## src/dshf_pkg.sv

```systemverilog
package dshf_pkg;

  localparam int unsigned FRAME_W = 16;
  localparam int unsigned MOTOR_W = 2;
  localparam int unsigned SLOT_W = 6;
  localparam int unsigned IDLE_W = 7;

  localparam logic [SLOT_W-1:0] SLOT_FIRST_BIT = 6'd3;
  localparam logic [SLOT_W-1:0] SLOT_TAIL = 6'd51;
  localparam logic [SLOT_W-1:0] SLOT_LAST = 6'd53;

  localparam logic [1:0] PH_HIGH = 2'd0;
  localparam logic [1:0] PH_DATA = 2'd1;
  localparam logic [1:0] PH_LOW = 2'd2;

  localparam logic [10:0] CMD_SPIN_FWD = 11'd20;
  localparam logic [10:0] CMD_SPIN_REV = 11'd21;

  typedef struct packed {
    logic [MOTOR_W-1:0] motor;
    logic [FRAME_W-1:0] frame;
  } dshf_entry_t;

endpackage

```

## src/dshf_front.sv

```systemverilog
module dshf_front
  import dshf_pkg::*;
(
  input  logic                clk,
  input  logic                rst_n,
  input  logic                cfg_wr_en,
  input  logic [IDLE_W-1:0]   cfg_wr_data,
  input  logic                push,
  input  logic [1:0]          motor_index,
  input  logic [9:0]          throttle,
  input  logic                direction,
  input  logic                grounded,
  input  logic                armed,
  input  logic                test_override,
  input  logic                aux_test,
  input  logic                failsafe,
  input  logic [31:0]         now_us,
  output dshf_entry_t         entry
);

  logic [10:0] idle_add_r, idle_add_nxt;
  logic [10:0] mul_k_r, mul_k_nxt;
  logic        last_dir_r, last_dir_nxt;
  logic [13:0] cmd_cnt_r, cmd_cnt_nxt;
  logic [31:0] fs_start_r, fs_start_nxt;

  logic [IDLE_W-1:0] idle_clamp;
  logic [20:0]       prod;
  logic [11:0]       val_sum;
  logic [10:0]       value;
  logic              force_zero;
  logic              fs_cut;
  logic [31:0]       fs_elapsed;
  logic [13:0]       cnt_inc;
  logic [10:0]       frame_value;
  logic              frame_tel;
  logic              frame_blank;
  logic [11:0]       pkt;
  logic [3:0]        csum;

  // idle terms only change on a config write
  assign idle_clamp = (cfg_wr_data > 7'd99) ? 7'd99 : cfg_wr_data;

  always_comb begin
    idle_add_nxt = idle_add_r;
    mul_k_nxt = mul_k_r;
    if (cfg_wr_en) begin
      idle_add_nxt = {4'd0, idle_clamp} * 11'd20;
      mul_k_nxt = 11'd2001 - ({4'd0, idle_clamp} * 11'd20);
    end
  end

  assign prod = {11'd0, throttle} * {10'd0, mul_k_r};
  assign val_sum = 12'd48 + {1'b0, idle_add_r} + {1'b0, prod[20:10]};
  assign value = val_sum[11] ? 11'd2047 : val_sum[10:0];

  assign force_zero = grounded || !armed ||
                      ((test_override || aux_test) && (throttle <= 10'd2));

  assign fs_elapsed = now_us - fs_start_r;

  always_comb begin
    fs_start_nxt = fs_start_r;
    fs_cut = 1'b0;
    if (failsafe && !test_override) begin
      if (fs_start_r == 32'd0) begin
        fs_start_nxt = now_us;
      end else if (fs_elapsed > 32'd4000000) begin
        fs_cut = 1'b1;
      end
    end else begin
      fs_start_nxt = 32'd0;
    end
  end

  assign cnt_inc = (cmd_cnt_r <= 14'd10000) ? cmd_cnt_r + 14'd1 : cmd_cnt_r;

  always_comb begin
    last_dir_nxt = last_dir_r;
    cmd_cnt_nxt = cmd_cnt_r;
    frame_value = (force_zero || fs_cut) ? 11'd0 : value;
    frame_tel = 1'b0;
    frame_blank = 1'b0;
    if (direction != last_dir_r) begin
      cmd_cnt_nxt = cnt_inc;
      if (cnt_inc > 14'd8000 && cnt_inc <= 14'd8060) begin
        frame_value = direction ? CMD_SPIN_REV : CMD_SPIN_FWD;
        frame_tel = 1'b1;
      end else begin
        frame_blank = 1'b1;
      end
      if (cnt_inc == 14'd10001) begin
        cmd_cnt_nxt = 14'd0;
        last_dir_nxt = direction;
      end
    end
  end

  assign pkt = {frame_value, frame_tel};
  assign csum = pkt[3:0] ^ pkt[7:4] ^ pkt[11:8];

  assign entry = '{motor: motor_index, frame: (frame_blank ? 16'd0 : {pkt, csum})};

  always_ff @(posedge clk) begin
    if (!rst_n) begin
      idle_add_r <= 11'd0;
      mul_k_r <= 11'd2001;
      last_dir_r <= 1'b0;
      cmd_cnt_r <= 14'd0;
      fs_start_r <= 32'd1;
    end else begin
      idle_add_r <= idle_add_nxt;
      mul_k_r <= mul_k_nxt;
      if (push) begin
        last_dir_r <= last_dir_nxt;
        cmd_cnt_r <= cmd_cnt_nxt;
        fs_start_r <= fs_start_nxt;
      end
    end
  end

  a_cnt_range: assert property (@(posedge clk) disable iff (!rst_n)
    cmd_cnt_r <= 14'd10000)
    else $error("command counter out of range");

  a_dir_follow: assert property (@(posedge clk) disable iff (!rst_n)
    (push && direction != last_dir_r && cnt_inc == 14'd10001) |=>
    (cmd_cnt_r == 14'd0 && last_dir_r == $past(direction)))
    else $error("direction sequence did not complete");

endmodule

```

## src/dshf_queue.sv

```systemverilog
module dshf_queue
  import dshf_pkg::*;
#(
  parameter int unsigned QDEPTH = 2
) (
  input  logic        clk,
  input  logic        rst_n,
  input  logic        push,
  input  dshf_entry_t push_data,
  output logic        full,
  input  logic        pop,
  output logic        nonempty,
  output dshf_entry_t pop_data
);

  localparam int unsigned PTR_W = (QDEPTH > 1) ? $clog2(QDEPTH) : 1;
  localparam int unsigned CNT_W = $clog2(QDEPTH + 1);

  dshf_entry_t       mem_r [QDEPTH];
  logic [PTR_W-1:0]  wr_ptr_r, wr_ptr_nxt;
  logic [PTR_W-1:0]  rd_ptr_r, rd_ptr_nxt;
  logic [CNT_W-1:0]  count_r, count_nxt;

  assign full = (count_r == CNT_W'(QDEPTH));
  assign nonempty = (count_r != '0);
  assign pop_data = mem_r[rd_ptr_r];

  always_comb begin
    wr_ptr_nxt = wr_ptr_r;
    rd_ptr_nxt = rd_ptr_r;
    count_nxt = count_r;
    if (push) begin
      wr_ptr_nxt = (wr_ptr_r == PTR_W'(QDEPTH - 1)) ? '0 : wr_ptr_r + 1'b1;
    end
    if (pop) begin
      rd_ptr_nxt = (rd_ptr_r == PTR_W'(QDEPTH - 1)) ? '0 : rd_ptr_r + 1'b1;
    end
    if (push && !pop) begin
      count_nxt = count_r + 1'b1;
    end else if (pop && !push) begin
      count_nxt = count_r - 1'b1;
    end
  end

  always_ff @(posedge clk) begin
    if (push) begin
      mem_r[wr_ptr_r] <= push_data;
    end
  end

  always_ff @(posedge clk) begin
    if (!rst_n) begin
      wr_ptr_r <= '0;
      rd_ptr_r <= '0;
      count_r <= '0;
    end else begin
      wr_ptr_r <= wr_ptr_nxt;
      rd_ptr_r <= rd_ptr_nxt;
      count_r <= count_nxt;
    end
  end

  a_no_overflow: assert property (@(posedge clk) disable iff (!rst_n)
    !(push && full) && !(pop && !nonempty))
    else $error("queue overflow or underflow");

endmodule

```

## src/dshf_back.sv

```systemverilog
module dshf_back
  import dshf_pkg::*;
(
  input  logic               clk,
  input  logic               rst_n,
  input  logic               q_nonempty,
  input  dshf_entry_t        q_data,
  output logic               q_pop,
  output logic               out_valid,
  input  logic               out_stall,
  output logic [MOTOR_W-1:0] out_motor,
  output logic [FRAME_W-1:0] out_frame_word,
  output logic               out_line_high,
  output logic               out_last_slot
);

  logic               busy_r, busy_nxt;
  logic [SLOT_W-1:0]  slot_r, slot_nxt;
  logic [1:0]         phase_r, phase_nxt;
  logic [FRAME_W-1:0] shift_r, shift_nxt;
  logic [FRAME_W-1:0] frame_r, frame_nxt;
  logic [MOTOR_W-1:0] motor_r, motor_nxt;
  logic               out_take;
  logic               last;

  assign last = (slot_r == SLOT_LAST);
  assign out_take = busy_r && !out_stall;
  assign q_pop = q_nonempty && (!busy_r || (out_take && last));

  always_comb begin
    busy_nxt = busy_r;
    slot_nxt = slot_r;
    phase_nxt = phase_r;
    shift_nxt = shift_r;
    frame_nxt = frame_r;
    motor_nxt = motor_r;
    if (q_pop) begin
      busy_nxt = 1'b1;
      slot_nxt = '0;
      phase_nxt = PH_HIGH;
      shift_nxt = q_data.frame;
      frame_nxt = q_data.frame;
      motor_nxt = q_data.motor;
    end else if (out_take) begin
      if (last) begin
        busy_nxt = 1'b0;
      end else begin
        slot_nxt = slot_r + 1'b1;
        if (slot_r >= SLOT_FIRST_BIT) begin
          case (phase_r)
            PH_HIGH: phase_nxt = PH_DATA;
            PH_DATA: phase_nxt = PH_LOW;
            PH_LOW: begin
              phase_nxt = PH_HIGH;
              shift_nxt = {shift_r[FRAME_W-2:0], 1'b0};
            end
            default: phase_nxt = PH_HIGH;
          endcase
        end
      end
    end
  end

  always_comb begin
    out_line_high = 1'b0;
    if (slot_r >= SLOT_FIRST_BIT && slot_r < SLOT_TAIL) begin
      case (phase_r)
        PH_HIGH: out_line_high = 1'b1;
        PH_DATA: out_line_high = shift_r[FRAME_W-1];
        default: out_line_high = 1'b0;
      endcase
    end
  end

  assign out_valid = busy_r;
  assign out_motor = motor_r;
  assign out_frame_word = frame_r;
  assign out_last_slot = last;

  always_ff @(posedge clk) begin
    if (!rst_n) begin
      busy_r <= 1'b0;
      slot_r <= '0;
      phase_r <= PH_HIGH;
    end else begin
      busy_r <= busy_nxt;
      slot_r <= slot_nxt;
      phase_r <= phase_nxt;
    end
  end

  always_ff @(posedge clk) begin
    shift_r <= shift_nxt;
    frame_r <= frame_nxt;
    motor_r <= motor_nxt;
  end

  a_slot_range: assert property (@(posedge clk) disable iff (!rst_n)
    busy_r |-> slot_r <= SLOT_LAST)
    else $error("slot counter past end of frame");

  a_frame_end: assert property (@(posedge clk) disable iff (!rst_n)
    (out_take && last && !q_nonempty) |=> !busy_r)
    else $error("serializer kept running after last slot");

endmodule

```

## src/dshot_throttle_frame_encoder_core.sv

```systemverilog
// a request accepted into the queue is registered there, then loaded into the slot serializer
//   once the serializer is idle or taking its last slot, and its first slot shows from there
// the slot serializer sends one line slot per cycle while out_stall is low
// a small queue lets new requests enter while a frame is still being sent
// reset: synchronous active low; idle offset 0, forward direction, counter 0,
//   failsafe start 1, queue empty
module dshot_throttle_frame_encoder_core
  import dshf_pkg::*;
#(
  parameter int unsigned QDEPTH = 2
) (
  input  logic        clk,
  input  logic        rst_n,
  input  logic        cfg_wr_en,
  input  logic [6:0]  cfg_wr_data,
  input  logic        in_valid,
  output logic        in_stall,
  input  logic [1:0]  in_motor_index,
  input  logic [9:0]  in_throttle,
  input  logic        in_direction,
  input  logic        in_grounded,
  input  logic        in_armed,
  input  logic        in_test_override,
  input  logic        in_aux_test,
  input  logic        in_failsafe,
  input  logic [31:0] in_now_us,
  output logic        out_valid,
  input  logic        out_stall,
  output logic [1:0]  out_motor,
  output logic [15:0] out_frame_word,
  output logic        out_line_high,
  output logic        out_last_slot
);

  dshf_entry_t push_entry;
  dshf_entry_t pop_entry;
  logic        q_full;
  logic        q_nonempty;
  logic        q_pop;
  logic        push;

  assign in_stall = q_full;
  assign push = in_valid && !q_full;

  dshf_front u_front (
    .clk            (clk),
    .rst_n          (rst_n),
    .cfg_wr_en      (cfg_wr_en),
    .cfg_wr_data    (cfg_wr_data),
    .push           (push),
    .motor_index    (in_motor_index),
    .throttle       (in_throttle),
    .direction      (in_direction),
    .grounded       (in_grounded),
    .armed          (in_armed),
    .test_override  (in_test_override),
    .aux_test       (in_aux_test),
    .failsafe       (in_failsafe),
    .now_us         (in_now_us),
    .entry          (push_entry)
  );

  dshf_queue #(
    .QDEPTH (QDEPTH)
  ) u_queue (
    .clk       (clk),
    .rst_n     (rst_n),
    .push      (push),
    .push_data (push_entry),
    .full      (q_full),
    .pop       (q_pop),
    .nonempty  (q_nonempty),
    .pop_data  (pop_entry)
  );

  dshf_back u_back (
    .clk            (clk),
    .rst_n          (rst_n),
    .q_nonempty     (q_nonempty),
    .q_data         (pop_entry),
    .q_pop          (q_pop),
    .out_valid      (out_valid),
    .out_stall      (out_stall),
    .out_motor      (out_motor),
    .out_frame_word (out_frame_word),
    .out_line_high  (out_line_high),
    .out_last_slot  (out_last_slot)
  );

endmodule

```

## config.mk

```make
export PLATFORM = sky130hd
export DESIGN_NAME = dshot_throttle_frame_encoder_core
export DESIGN_NICKNAME = d
export VERILOG_FILES = /design/src/dshf_pkg.sv /design/src/dshf_front.sv /design/src/dshf_queue.sv /design/src/dshf_back.sv /design/src/dshot_throttle_frame_encoder_core.sv
export SDC_FILE = /design/constraint.sdc
export NUM_CORES = 1
export LEC_CHECK = 0
export BUFFER_PORTS_ARGS = -buffer_cell sky130_fd_sc_hd__buf_2
export CAP_MARGIN = 40
export CORE_ASPECT_RATIO = 0.8
export CORE_MARGIN = 2
export CORE_UTILIZATION = 67
export DETAILED_ROUTE_END_ITERATION = 10
export GPL_TIMING_DRIVEN = 0
export PLACE_DENSITY = 0.95
export SLEW_MARGIN = 20
export SYNTH_ARGS = -nofsm -noshare
export SYNTH_HDL_FRONTEND = slang
export SYNTH_HIERARCHICAL = 1
export SYNTH_SLANG_ARGS = --single-unit
```

## constraint.sdc

```tcl
create_clock -name clk -period 22.4 [get_ports clk]
set_input_delay 5.6 -clock clk [delete_from_list [all_inputs] [get_ports clk]]
set_output_delay 5.6 -clock clk [all_outputs]
set_load 0.05 [all_outputs]
```

==> results.ini, run 1 <==
[outcome]
status = complete, no violations

[grt]
grt_pass1_vias = 9891
met2_usage_pct = 50.9
gr-usage-met1_pct = 41.7
grtUsageTotal_pct = 31.2
grt_pass1_wl_mm = 49.0
antenna_found_initial = 0
grt_busiest_layer = met2
met3_usage_pct = 5.92
grt_start_max_net_pins = 30
overflow = 0

[cells_and_area]
fin_area_um2 = 13700
synthToLayoutAreaGrowth_pct = 10.2
final_cell_mix = 128 x inv_1, 120 x ha_1, 101 x nand2_1, 80 x buf_2, 78 x dfxtp_1
fillCellCount = 1192
num_antenna_cells = 0
finalNetCount = 1659
final_common_cell = inv_1
layout-drive-gt1-share_pct = 12.5

[sta]
maxSlewHeadroom_pct = 39.7
timing.hold.ws_ps = 473
fin_ws_ps = 7720
hold_viol_final = 0
drv_slew = 0
tightest_slew_ps = 882
rsz0062_at_grt = false
period_share_pct = 65.5
setup_violations = 0
finalSetupTns_ps = 0
max_freq_mhz = 68.1
finalClockSkew_ps = 11.4
final.min_clock_period_ps = 14680

[clocking]
cts_max_level = 4
post_cts_resized = 0
root_buffer = clkbuf_16
clk_pin_slew_ps = 70
clock-sinks = 148
cts_buffer_depth = 2
tritoncts = yes
postCtsHoldBufs = 0
worstSkewPairLatency_ps = 430
cts_setup_buffers = 0
cts_buffers = 17

[routing]
wl_mm = 30.3
drc = 0
avgRoutedWirePerCell_um = 18.3
via_per_inst = 6.27
postRouteAntennaNets = 0
num_vias = 10400
drt-pass1-iter-count = 5
drtIter0Drc = 938

[logic_synthesis]
synthDistinctLibCells = 83
ys_top_cells_by_area = edfxtp_1 17%, dfxtp_1 13%, ha_1 12%
synthSimpleGateAreaFrac_pct = 17.9
ys_async_sr_fraction_pct = 0
synth_cells = 1316
syn-cell-area_um2 = 12400
ys_warn_count = 6
syn-num-nets = 1561
ys_seq_area_share_pct = 29.5
synth-compound-area-share_pct = 15.1
synth_top_family_by_area = adder cells
avgSynthCellArea_um2 = 9.45
synthAdderAreaFrac_pct = 22.2
muxShareOfSynthArea_pct = 4.41
synth_top_cell_area_share_pct = 16.9
synth_edf_count = 70
synth_xor_xnor_area_share_pct = 4.79
synth-seq-cells = 148
ys.flop_type = dfxtp_1
synth_top_area_cell = edfxtp_1

[worst_setup_path]
regToRegEndpoint = u_queue/mem_r[1][1]$_DFFE_PP_
crit_arrival_ps = 14960
reg2reg_depth = 34
timing.critical_path.from = in_throttle[3]
cp-end-kind = register
cp_max_fo = 10
r2r-start = u_front/mul_k_r[5]$_SDFFE_PN0P_
critical_path.startpoint_type = primary input
crit_path_top_delay_cell = fa_1
worstSetupPathType = in -> reg
slowest_delay_ps = 580
worstPathRequired_ps = 22680
r2r_slack_ps = 12630

[worst_hold_path]
hold-path-cell-count = 2
holdCritStartpoint = u_front/mul_k_r[9]$_SDFFE_PN1P_
min_path_type = reg -> reg
min_to = u_front/mul_k_r[9]$_SDFFE_PN1P_

[floorplan]
fp.dieW_um = 156
start_util_pct = 68.5
design.die.area_um2 = 19700
coreArea_um2 = 18200
rows = 44
io_pins = 84
die_y_um = 126

[placement]
dpl_worst_slack_ps = 7720
dpl.hpwl_mm = 22.5
io_buffers = 77
gp_congestion = 0.982
place_area_um2 = 13100

[run]
cap_violations = 0

==> final cells by class <==
type,instances,area (um2),area share [%]
plain buffers,60,275,2.01
clock buffers,17,425,3.10
clock inverters,15,141,1.03
inverters,128,480,3.51
multi-input cells,980,8020,58.5
flip-flops and latches,148,3660,26.7
well taps,230,288,2.10
repair buffers,79,412,3.00
==> worst max-delay path, delay by kind of cell <==
family	cells	cell delay (ps)
adder cells (fa/ha/maj)	8	3530
buffers and inverters	7	840
AND/OR/NAND/NOR	8	1760
AO/OA/AOI/OAI	10	2500
XOR/XNOR	2	690
==> flip-flops by register name, indices dropped and copies added (netlist names), named ones only <==
name                   count
u_queue/mem_r             36
u_front/fs_start_r        32
u_back/out_frame_word     16
u_back/shift_r            16
u_front/cmd_cnt_r         14
u_front/idle_add_r         9
u_front/mul_k_r            8
u_back/slot_r              6
u_back/out_motor           2
u_back/phase_r             2
u_queue/count_r            2
u_back/out_valid           1
u_front/last_dir_r         1
u_queue/rd_ptr_r           1
u_queue/wr_ptr_r           1
==> metal layers <==
metal  vias to the layer above  part of all wire (%)
li1                       4816                     -
met1                      4941                    43
met2                       535                    47
met3                        97                   7.5
met4                         0                   3.2
met5                         -                     0
==> how the worst max path moves through the flow <==
stage,slack (ps),depth (start not counted),end
2_1_floorplan,9070,32,u_queue/mem_r[0][1]$_DFFE_PP_
3_3_place_gp,8180,33,u_queue/mem_r[0][1]$_DFFE_PP_
3_5_place_dp,7720,35,u_queue/mem_r[0][1]$_DFFE_PP_
4_1_cts,7930,35,u_queue/mem_r[1][1]$_DFFE_PP_
5_1_grt,7430,35,u_queue/mem_r[1][1]$_DFFE_PP_
6_report,7720,35,u_queue/mem_r[1][1]$_DFFE_PP_
==> metrics by stage <==
step / instances / utilization, %
floorplan: 1316 / -
finish: 1657 / 75.4
global route: 1657 / 75.4
global placement: 1623 / 72.2
detailed placement: 1624 / 72.2
CTS: 1656 / 75.4
==> cell families (layout without fill, tap and decap cells) <==
family | count (synthesis) | count (layout)
compound gates | 269 | 269
xor+xnor | 68 | 68
flops | 148 | 148
mux | 48 | 48
simple gates | 412 | 412
fa+ha+maj | 183 | 183
buf+inv | 188 | 299
==> cells in the mapped netlist, types with 4 or more instances <==
| library cell | instances |
|---|---|
| a211oi_1 | 6 |
| a21o_1 | 27 |
| o21a_1 | 16 |
| o211a_1 | 5 |
| nand2b_1 | 11 |
| a22oi_1 | 32 |
| mux2_2 | 26 |
| nor2_1 | 50 |
| xor2_1 | 27 |
| nor4_1 | 12 |
| nor3_1 | 28 |
| a21boi_0 | 8 |
| nor2b_1 | 62 |
| inv_1 | 128 |
| fa_1 | 63 |
| or3_1 | 10 |
| o41a_1 | 5 |
| o2111ai_1 | 4 |
| and4_1 | 4 |
| ha_1 | 120 |
| mux2i_1 | 15 |
| nand4_1 | 13 |
| a31o_2 | 4 |
| o31ai_1 | 5 |
| xnor2_1 | 41 |
| and3_1 | 6 |
| nand3_1 | 19 |
| a31oi_1 | 6 |
| o211ai_1 | 4 |
| nand2_1 | 101 |
| clkbuf_1 | 48 |
| a21oi_1 | 59 |
| o21ai_0 | 46 |
| dfxtp_1 | 78 |
| edfxtp_1 | 70 |
| nor4b_1 | 4 |
| and2_1 | 67 |
| mux2_4 | 7 |
| or2_2 | 4 |
Power of run 1 is not shown: default switching activity piles up to over one toggle a cycle in this logic, so the estimate is an artifact.
==> run 2: changes to the inputs <==
--- a/config.mk
+++ b/config.mk
@@ -9,10 +9,10 @@
 export CAP_MARGIN = 40
 export CORE_ASPECT_RATIO = 0.8
 export CORE_MARGIN = 2
-export CORE_UTILIZATION = 67
+export CORE_UTILIZATION = 63
 export DETAILED_ROUTE_END_ITERATION = 10
 export GPL_TIMING_DRIVEN = 0
-export PLACE_DENSITY = 0.95
+export PLACE_DENSITY = 0.92
 export SLEW_MARGIN = 20
 export SYNTH_ARGS = -nofsm -noshare
 export SYNTH_HDL_FRONTEND = slang
==> constraint.sdc (replaced) <==
create_clock -name clk -period 14.3 [get_ports clk]
set_input_delay 3.575 -clock clk [delete_from_list [all_inputs] [get_ports clk]]
set_output_delay 3.575 -clock clk [all_outputs]
set_load 0.05 [all_outputs]
==> results.ini, run 2 (synthesized netlist as in run 1, its figures left out) <==
[clocking]
cts_setup_buffers = 0
cts_max_level = 4
clock-sinks = 148
cts_buffers = 17
root_buffer = clkbuf_16
post_cts_resized = 0
tritoncts = yes
clk_pin_slew_ps = 60
postCtsHoldBufs = 0
cts_buffer_depth = 2
worstSkewPairLatency_ps = 430

[routing]
via_per_inst = 6.12
wl_mm = 29.7
num_vias = 10300
drc = 0
avgRoutedWirePerCell_um = 17.6
postRouteAntennaNets = 0
drt-pass1-iter-count = 6
drtIter0Drc = 1168

[placement]
io_buffers = 77
dpl.hpwl_mm = 22.4
gp_congestion = 0.985

[sta]
finalClockSkew_ps = 9.17
rsz0062_at_grt = false
maxSlewHeadroom_pct = 39.0
hold_viol_final = 0
tightest_slew_ps = 908
setup_violations = 0
period_share_pct = 84.6
max_freq_mhz = 82.7
final.min_clock_period_ps = 12090
drv_slew = 0
finalSetupTns_ps = 0

[cells_and_area]
largest_register = u_queue/mem_r
final_common_cell = inv_1
final_core_util_pct = 71.9
synthToLayoutAreaGrowth_pct = 10.6
num_antenna_cells = 0
reg.largest.list = u_queue/mem_r: 36 flops, u_front/fs_start_r: 32 flops
final_cell_mix = 128 x inv_1, 120 x ha_1, 101 x nand2_1, 80 x buf_2, 78 x dfxtp_1
finalNetCount = 1659
layout-drive-gt1-share_pct = 12.5
largest_reg_flops = 36

[worst_setup_path]
critical_path.startpoint_type = primary input
path_delay_family = adder cells
crit_buf_inv = 7
cp-end-kind = register
cp_max_fo = 10
r2r-start = u_front/mul_k_r[5]$_SDFFE_PN0P_
crit_path_top_delay_cell = fa_1
timing.critical_path.from = in_throttle[3]
slowest_delay_ps = 580
worstSetupPathType = in -> reg
worstPathRequired_ps = 14580
crit_arrival_ps = 12370

[grt]
overflow = 0
grt_start_max_net_pins = 30
grt_pass1_wl_mm = 48.7
grt_pass1_vias = 9977
grtUsageTotal_pct = 29.2
antenna_found_initial = 0

[floorplan]
die_y_um = 130
rows = 45
coreArea_um2 = 19100
design.die.area_um2 = 20900
fp.dieW_um = 161
io_pins = 84
start_util_pct = 65.0

[run]
cap_violations = 0

[worst_hold_path]
holdCritStartpoint = u_front/mul_k_r[7]$_SDFFE_PN1P_
min_path_type = reg -> reg

[outcome]
status = complete, no violations

run 2: final cells by class:
class,count,area [um2]
Buffer,60,275
Clock buffer,17,425
Timing Repair Buffer,79,412
Multi-Input combinational cell,980,8020
Sequential cell,148,3660
Inverter,128,480
Clock inverter,15,161
Fill cell,1371,5380
Tap cell,258,323
run 2: path summary, 6_finish.rpt:
| path | depth (start not counted) | slack (ps) | end |
|---|---|---|---|
| max | 33 | 2210 | u_queue/mem_r[0][1]$_DFFE_PP_ |
| min | 2 | 480 | u_front/mul_k_r[7]$_SDFFE_PN1P_ |
| max reg2reg | 32 | 4950 | u_queue/mem_r[0][1]$_DFFE_PP_ |
| min reg2reg | 2 | 480 | u_front/mul_k_r[7]$_SDFFE_PN1P_ |
run 2: worst min-delay path, delay by kind of cell, from the launching register on:
family / cells / cell delay [ps]
flip-flops: 1 / 320
AO/OA/AOI/OAI: 1 / 80
AND/OR/NAND/NOR: 1 / 60
run 2: stage by stage:
step           worst slack (ps)  instance area [um2]  std cells  hold WS [ps]
3_3_place_gp               2140                13100       1651           455
5_1_grt                    1790                13800       1685           499
6_report                   2210                13800       1685           484
2_1_floorplan              2990                12400       1316           440
4_1_cts                    2310                13700       1684           478
3_5_place_dp               1930                13200       1652           457
run 2: metal layers:
| layer | vias to the layer above | wire, um | GRT usage, % |
|---|---|---|---|
| met5 | - | 0 | 0 |
| met4 | 0 | 808 | 10.4 |
| met3 | 80 | 2380 | 4.64 |
| met2 | 509 | 14000 | 48.8 |
| met1 | 4910 | 12600 | 38.9 |
| li1 | 4817 | - | - |
Power of run 2 is left out for the same reason.
==> run 3: changes to the inputs <==
--- a/config.mk
+++ b/config.mk
@@ -5,6 +5,7 @@
 export SDC_FILE = /design/constraint.sdc
 export NUM_CORES = 1
 export LEC_CHECK = 0
+export ABC_AREA = 1
 export BUFFER_PORTS_ARGS = -buffer_cell sky130_fd_sc_hd__buf_2
 export CAP_MARGIN = 40
 export CORE_ASPECT_RATIO = 0.8
@@ -12,7 +13,7 @@
 export CORE_UTILIZATION = 63
 export DETAILED_ROUTE_END_ITERATION = 10
 export GPL_TIMING_DRIVEN = 0
-export PLACE_DENSITY = 0.92
+export PLACE_DENSITY = 0.91
 export SLEW_MARGIN = 20
 export SYNTH_ARGS = -nofsm -noshare
 export SYNTH_HDL_FRONTEND = slang
==> constraint.sdc (replaced) <==
create_clock -name clk -period 11.7 [get_ports clk]
set_input_delay 2.925 -clock clk [delete_from_list [all_inputs] [get_ports clk]]
set_output_delay 2.925 -clock clk [all_outputs]
set_load 0.05 [all_outputs]
==> results.ini, run 3 <==
[clocking]
worstSkewPairLatency_ps = 440
root_buffer = clkbuf_16
postCtsHoldBufs = 0
cts_setup_buffers = 0
post_cts_resized = 0
clock-sinks = 148
clk_pin_slew_ps = 70
tritoncts = yes
cts_max_level = 4
cts_buffer_depth = 2
cts_buffers = 17

[worst_setup_path]
worstSetupPathType = in -> reg
regToRegEndpoint = u_queue/mem_r[1][2]$_DFFE_PP_
cp_max_fo = 10
path_delay_family = adder cells
reg2reg_depth = 35
crit_path_top_delay_cell = fa_1
critical_path.startpoint_type = primary input
r2r_slack_ps = 2960
r2r-start = u_front/mul_k_r[6]$_SDFFE_PN1P_
crit_arrival_ps = 11070
crit_buf_inv = 7
worstPathRequired_ps = 11890
slowest_delay_ps = 590
critPathMostFrequentCell = nand2_1
cp-end-kind = register

[pwr]
comb_power_share_pct = 71.2
ir_drop_mv = 0.529
p_sw_share_pct = 51.7
switchingPower_mw = 2.45
p_int_mw = 2.29
p_clk_share_pct = 11.8
leakage_nw = 7.69
p_seq_share_pct = 16.9
power.density_nw_per_um2 = 321

[routing]
num_vias = 12200
wl_mm = 33.0
drc = 0
drtIter0Drc = 1362
via_per_inst = 5.43
drt-pass1-iter-count = 6
postRouteAntennaNets = 0
avgRoutedWirePerCell_um = 14.7

[grt]
antenna_found_initial = 0
grt_pass1_wl_mm = 54.6
grt_start_max_net_pins = 31
grt_pass1_vias = 11400
grtUsageTotal_pct = 30.0
overflow = 0

[cells_and_area]
final_cell_mix = 551 x nand2_1, 358 x inv_1, 141 x nor2_1, 120 x ha_1, 95 x a21oi_1
fillCellCount = 1630
largest_register = u_queue/mem_r
layout-drive-gt1-share_pct = 10.6
fin_area_um2 = 14800
reg.largest.list = u_queue/mem_r: 36 flops, u_front/fs_start_r: 32 flops
largest_reg_flops = 36
num_antenna_cells = 0
synthToLayoutAreaGrowth_pct = 10.2
finalNetCount = 2213
final_common_cell = nand2_1
stdcell_count = 2250

[logic_synthesis]
synth_top_cell_area_share_pct = 15.7
synth-seq-cells = 148
synth_cells = 1869
ys_seq_area_share_pct = 27.3
ys_async_sr_fraction_pct = 0
synth_top_area_cell = edfxtp_1
avgSynthCellArea_um2 = 7.17
synth_edf_count = 70
ys_top_cells_by_area = edfxtp_1 16%, nand2_1 15%, dfxtp_1 12%
synth_most_common_cell = nand2_1
ys_warn_count = 6
synthDistinctLibCells = 50
synthTopCellsByCount = 551 x nand2_1, 358 x inv_1, 142 x nor2_1
syn-cell-area_um2 = 13400
ys.flop_type = dfxtp_1
syn-num-nets = 2114

[floorplan]
fp.dieW_um = 167
design.die.area_um2 = 22500
die_y_um = 134
rows = 47
io_pins = 84
coreArea_um2 = 20800
start_util_pct = 64.5

[run]
cap_violations = 0

[sta]
rsz0062_at_grt = false
drv_slew = 0
final.min_clock_period_ps = 10880
setup_violations = 0
max_freq_mhz = 91.9
maxSlewHeadroom_pct = 51.7
finalClockSkew_ps = 16.9
tightest_slew_ps = 724
finalSetupTns_ps = 0
hold_viol_final = 0
period_share_pct = 93.0

[worst_hold_path]
min_to = u_front/mul_k_r[4]$_SDFFE_PN1P_
hold-path-cell-count = 2
min_path_type = reg -> reg
holdCritStartpoint = u_front/mul_k_r[4]$_SDFFE_PN1P_

[placement]
dpl.hpwl_mm = 26.2
place_area_um2 = 14200
gp_congestion = 0.957
io_buffers = 77
dp.cells = 2218

[outcome]
status = complete, no violations

run 3: changes by cell type after synthesis, sizes merged, moves of 15 or more:
cell,previous run,this run
nand2,101,570
inv,128,374
nor2,50,159
and2,68,4
nor2b,63,0
nand3,19,73
a21oi,61,97
xnor2,41,15
a21o,27,2
a22oi,32,17
mux2,33,18
mux2i,15,0
run 3: worst max-delay path by stage:
stage                    from  cells after the start  slack (ps)                            end
3_3_place_gp   in_throttle[3]                     38         760  u_queue/mem_r[0][2]$_DFFE_PP_
3_5_place_dp   in_throttle[3]                     36         590  u_queue/mem_r[0][2]$_DFFE_PP_
6_report       in_throttle[3]                     36         820  u_queue/mem_r[1][2]$_DFFE_PP_
4_1_cts        in_throttle[3]                     36         980  u_queue/mem_r[1][2]$_DFFE_PP_
2_1_floorplan  in_throttle[3]                     37        1870  u_queue/mem_r[0][2]$_DFFE_PP_
5_1_grt        in_throttle[3]                     36         360  u_queue/mem_r[0][2]$_DFFE_PP_
run 3: cell type report:
type                            instances  area [um2]  share of cell area (%)
Clock buffer                           17         425                    2.88
Inverter                              379        1420                    9.64
Clock inverter                         15         183                    1.24
Multi-Input combinational cell       1293        8060                    54.6
Tap cell                              269         337                    2.28
Sequential cell                       148        3660                    24.8
Buffer                                 49         258                    1.75
Timing Repair Buffer                   80         413                    2.80
run 3: tightest hold or removal path: stages, from the launching register on:
cell and delay, ps:
dfxtp_1 330, a21oi_1 60, nand2_1 50
run 3: kinds of logic (layout without fill, tap and decap cells):
logic type      Yosys count  count (layout)  synth area share [%]
buf+inv                 428             540                  12.5
fa+ha+maj               183             183                  20.6
flops                   148             148                  27.3
compound gates          172             172                  7.24
simple gates            873             873                  27.4
xor+xnor                 47              47                  3.07
mux                      18              18                  1.79
run 3: per-stage QoR:
step,power (mW),hold slack [ps],utilization (%),setup slack [ps]
after floorplan,3.31,437,-,1870
after global routing,5.14,488,71.1,359
final,4.74,472,71.1,816
after detailed placement,4.06,451,68.2,587
after global placement,3.87,449,68.0,759
after CTS,4.68,470,71.1,982
run 3: per-layer routing:
layer / up-vias / wire length, um / GRT usage (%)
met5: - / 0 / 0
met4: 0 / 591 / 8.00
met3: 65 / 2560 / 4.81
met2: 521 / 14700 / 47.9
met1: 5613 / 15200 / 42.7
li1: 6024 / - / -
run 3: power groups by stage:
stage / Clock, mW / Sequential (mW) / Combinational (mW)
final: 0.561 / 0.803 / 3.38
after global routing: 0.591 / 0.815 / 3.73
after CTS: 0.570 / 0.803 / 3.30
after detailed placement: 0 / 0.814 / 3.24
after global placement: 0 / 0.806 / 3.07
after floorplan: 0 / 0.926 / 2.38
Note: power is estimated with default switching activity, not from simulation.
